## src/sss_ram.sv

```systemverilog
// Generic single-write, single-read RAM with registered read data.
module sss_ram #(
  parameter int WIDTH = 16,
  parameter int DEPTH = 64
) (
  input  logic                     clk,
  input  logic                     we,
  input  logic [$clog2(DEPTH)-1:0] waddr,
  input  logic [WIDTH-1:0]         wdata,
  input  logic [$clog2(DEPTH)-1:0] raddr,
  output logic [WIDTH-1:0]         rdata
);

  logic [WIDTH-1:0] mem [DEPTH];

  // Write port and registered read port.
  always_ff @(posedge clk) begin
    if (we) begin
      mem[waddr] <= wdata;
    end
    rdata <= mem[raddr];
  end

endmodule

```

## config.mk

```make
export PLATFORM = sky130hd
export DESIGN_NAME = sss_ram
export DESIGN_NICKNAME = d
export VERILOG_FILES = /design/src/sss_ram.sv
export SDC_FILE = /design/constraint.sdc
export NUM_CORES = 1
export LEC_CHECK = 0
export BUFFER_PORTS_ARGS = -buffer_cell sky130_fd_sc_hd__buf_4
export CAP_MARGIN = 40
export CORE_ASPECT_RATIO = 1.75
export CORE_MARGIN = 1.5
export CORE_UTILIZATION = 30
export CTS_BUF_LIST = sky130_fd_sc_hd__clkbuf_2
export DETAILED_ROUTE_END_ITERATION = 6
export PLACE_DENSITY = 0.47
export SKIP_LAST_GASP = 1
export SLEW_MARGIN = 40
export SYNTH_ARGS = -nofsm -noshare
export SYNTH_HDL_FRONTEND = slang
export SYNTH_SLANG_ARGS = --single-unit
```

## constraint.sdc

```tcl
create_clock -name clk -period 2.4 [get_ports clk]
set_input_delay 0.48 -clock clk [delete_from_list [all_inputs] [get_ports clk]]
set_output_delay 0.48 -clock clk [all_outputs]
set_load 0.1 [all_outputs]
```

# == Word level (Yosys, flattened, before mapping) ==
# Memories as Yosys holds them, arrays and structs flattened. A register that Yosys moved wholly into a read port is not among the register bits.
# Index checks and enable logic that the tools add are counted.
# op_classes
n_mux,2
# op_table
operator,n
1-bit 2-to-1 mux,2
# totals
input_bits,30
ramBits,1024
wordCells,3
out_inout_bits,16
memories,1
register_bits,0
# memory_table
memory,depth,word_bits,rd,rd_ports_with_merged_regs,write_ports,line_no,source
mem,64,16,1,1,1,14,logic [WIDTH-1:0] mem [DEPTH];

# == Longest topological paths before layout ==
# logic_depth
depth_word,2
depth_mapped,10
depth_no_buf,5

# == Worst setup path after synthesis ==
# No wires, ideal clock.
# synth_path
kind,input to register
from,input waddr[3]
to,"memory mem[48][0], enable pin"
setup_time_ns,0.409
required_time_ns,1.991
setup_slack_ns,-0.115
arrival_time_ns,2.106
path_stages,4
n_path_buf,1
path_cell_list,clkbuf_1 -> nor2b_1 -> nand4b_1 -> nor3_1
# synth_lines
item,line_no,source
from (decl),8,"input logic [$clog2(DEPTH)-1:0] waddr,"
to (decl),14,
# Straight into the memory's write port.

# == Worst setup path after layout ==
# layout_path
from,register rdata[2] (read register of mem)
to,output rdata[2]
# layout_lines
item,line_no,source
from (decl),11,output logic [WIDTH-1:0] rdata
# No word-level cell between the ends.

==> metrics.md <==
| Metric | Value |
|---|---|
| Crit start category | register |
| Status | finished, violations left |
| Top-area cell type share of the netlist area | around three quarters |
| Slowest stage delay, CP | about 0.43 ns |
| Pwr dens | between 700 and 800 mW/mm^2 |
| WL final | approximately 110 mm |
| Sw Share | between 20% and 30% |
| Critical path class | reg -> out |
| Most frequent cells in the layout | edfxtp_1, clkbuf_2, mux4_2 |
| Final Util | between 30% and 40% |
| Worst Tran Pin Value | ~0.90 ns |
| Standard-cell rows | about 180 |
| Area grow syn2layout | 17.7% |
| Initial core utilization | about 30% |
| Syn_area_per_cell | between 20 and 25 um^2 |
| Clk pwr share | approximately a third |
| Max clock buf depth | 3 |
| HPWL after detailed placement | 72.0 mm |
| Critical path buffers and inverters | 1 |
| Final hold viol count | 0 |
| Tightest Hold Check Type | in -> reg |
| Vias in the first global route | about 22k |
| CTS tree | yes |
| RSZ-0062 raised after global routing | true |
| Port Buffers | 45 |
| Clk_lat worst skew | approximately 1.5 ns |
| Reg2reg start | mem[62][3] |
| Flops & latches, synth | approximately 1.0k |
| Crit-path max FO | 1 |
| Final setup vio count | 18 |
| Syn_nets | about 1.9k |
| Internal | 25.2 mW |
| Postcts setup bufs | 0 |
| Delay-heaviest family, CP | flip-flops |
| Clock transition at path regs | between 0.1 and 0.15 ns |
| Die ar. | 0.136 mm^2 |
| R2R Setup Slk | 0.16 ns |
| Hold slack | 0.156 ns |
| HP Start | wdata[8] |
| 1st-iter DRT viols | 1,389 |
| Via count | 20.1k |
| Gr ovfl total | 0 |
| Via density | a little under 5 |
| Sequential power share | between 50% and 60% |
| Rel. slew slack | between 40% and 50% |
| Failing checks | setup timing |
| Post-synthesis cell area | about 0.04 mm^2 |
| Max Fclk | ~400 MHz |
| Largest net degree at the start of global routing | 65 |
| Synthesis Warnings | 0 |
| Cells along the critical path | buf_12 |
| Synth cell types | 43 |
| Critical Path Source | rdata[2] |
| Max-Cap Viols | 0 |
| Sequential share of the synthesized area | between 70% and 80% |
| Root Buffer | clkbuf_2 |
| Slowest CP cell | dfxtp_4 |
| Placed instance area | around 0.044 mm^2 |
| Sw power | 8.51 mW |
| Die span in y | 486 um |
| Number of antenna-violating nets in the routed design | 0 |
| Cell accounting for the most synthesized area | edfxtp_1 |
| 1st-pass router iterations | 5 |
| Combinational power share | just under 8% |
| Num Clock Sinks | about 1.0k |
| Largest cells by area after synthesis | edfxtp_1, mux4_2, mux2i_1 |
| H-Tree Depth | 4 |
| # DRC | 0 |
| GPL Wtd Cong | a little over 0.8 |
| Commonest non-fill, non-tap cell in the layout | edfxtp_1 |
| Chip Width | approximately 280 um |
| IO Pins | 46 |
| Final instance area | between 0.04 and 0.05 mm^2 |
| Setup Skew | 0.0801 ns |
| WL per Instance | approximately 27 um |
| Initial antenna violation count | 4 |
| Core area | roughly 0.13 mm^2 |
| Final WS setup | -0.149 ns |
| Final Critical Period | 2.55 ns |
| Maximum VDD drop | ~0.4 mV |
| Inserted Clock Buffers | 214 |
| Share of layout cells above drive strength 1 | 36.4% |
| Worst endpoint data arrival time | about 2.1 ns |
| Max Slew Vio Count | 0 |
| Total Routing Usage GR | between 15 and 20% |
| Critical Path RT | 1.92 ns |
| First-pass GRT wire length | roughly 160 mm |
| Leakage | around 15 nW |
| Synth Instances | roughly 1.8k |
| CP Capture Type | output pin |
| Period utilisation layout | 106% |
| Layout Nets | approximately 2.3k |
==> per-layer routing <==
metal  track usage (%)  wire length [um]  up-vias
met2              32.5             64600      477
li1                  -                 -     8711
met4              7.14              4480        4
met3              2.67              3840      206
met5                 0                26        -
met1              17.6             40200    10700
==> power by group through the flow <==
stage / clock network (mW) / registers, mW / logic, mW
CTS: 11.4 / 20.2 / 2.70
global placement: 0 / 20.6 / 2.50
global route: 12.1 / 20.2 / 2.79
detailed placement: 0 / 20.6 / 2.52
finish: 10.9 / 20.2 / 2.66
floorplan: 0 / 20.8 / 1.04
==> cells by family (layout without fill, tap and decap cells) <==
family	after synthesis	count (layout)	synth area share, %
other	0	2	0
flip-flops	1040	1040	77.6
AND/OR/NAND/NOR	220	220	2.65
multiplexers	336	336	15.5
buffers and inverters	104	722	1.83
AO/OA/AOI/OAI	129	129	2.41
==> flip-flops by register name (all words and copies together) (netlist names) <==
register	count
rdata	16
mem	1024
==> cells in the mapped netlist (all sizes together) <==
master	n
edfxtp	1024
mux4	224
mux2i	85
buf	77
nor2	74
nand2	60
a22oi	39
nor2b	30
clkbuf	27
mux2	27
nand3	24
a21oi	17
a221oi	16
dfxtp	16
nand4	12
a211o	8
a211oi	8
a311oi	8
a31oi	8
o21ai	8
a221o	6
a22o	6
a41oi	5
and4	5
nand2b	3
nor4	3
and2	2
nand3b	2
nor3	2
nand4b	1
or3	1
or3b	1
==> area by class of cell <==
class | instances | area [um^2]
Fill cell | 12300 | 85500
Sequential cell | 1040 | 31100
Multi-Input combinational cell | 685 | 8250
Timing Repair Buffer | 332 | 3600
Tap cell | 1700 | 2130
Clock buffer | 304 | 1520
Clock inverter | 86 | 508
Antenna cell | 2 | 5.00
==> per-stage QoR <==
stage | worst slack (ns) | std cells | setup TNS [ns] | total power, mW
2_1_floorplan | -0.0378 | 1829 | -4.39 | 21.8
3_3_place_gp | -0.595 | 3700 | -4.61 | 23.1
3_5_place_dp | -0.600 | 3700 | -4.82 | 23.1
4_1_cts | -0.395 | 4135 | -5.53 | 34.3
5_1_grt | -0.341 | 4149 | -4.80 | 35.1
6_report | -0.149 | 4149 | -1.47 | 33.7
==> what timing repair did <==
action	4_1_cts	5_1_grt
pin swaps	0	0
endpoints found under the setup margin	16	16
endpoints found under the hold margin	2064	144
resized for setup	75	1
hold buffers	45	8
==> worst paths after layout <==
kind,endpoint,cells after the start
worst max-delay path,rdata[2],1
worst min-delay path,mem[50][8],2
worst max register to register,rdata[3],5
worst min register to register,rdata[3],3
Note: power is estimated with default switching activity, not from simulation.
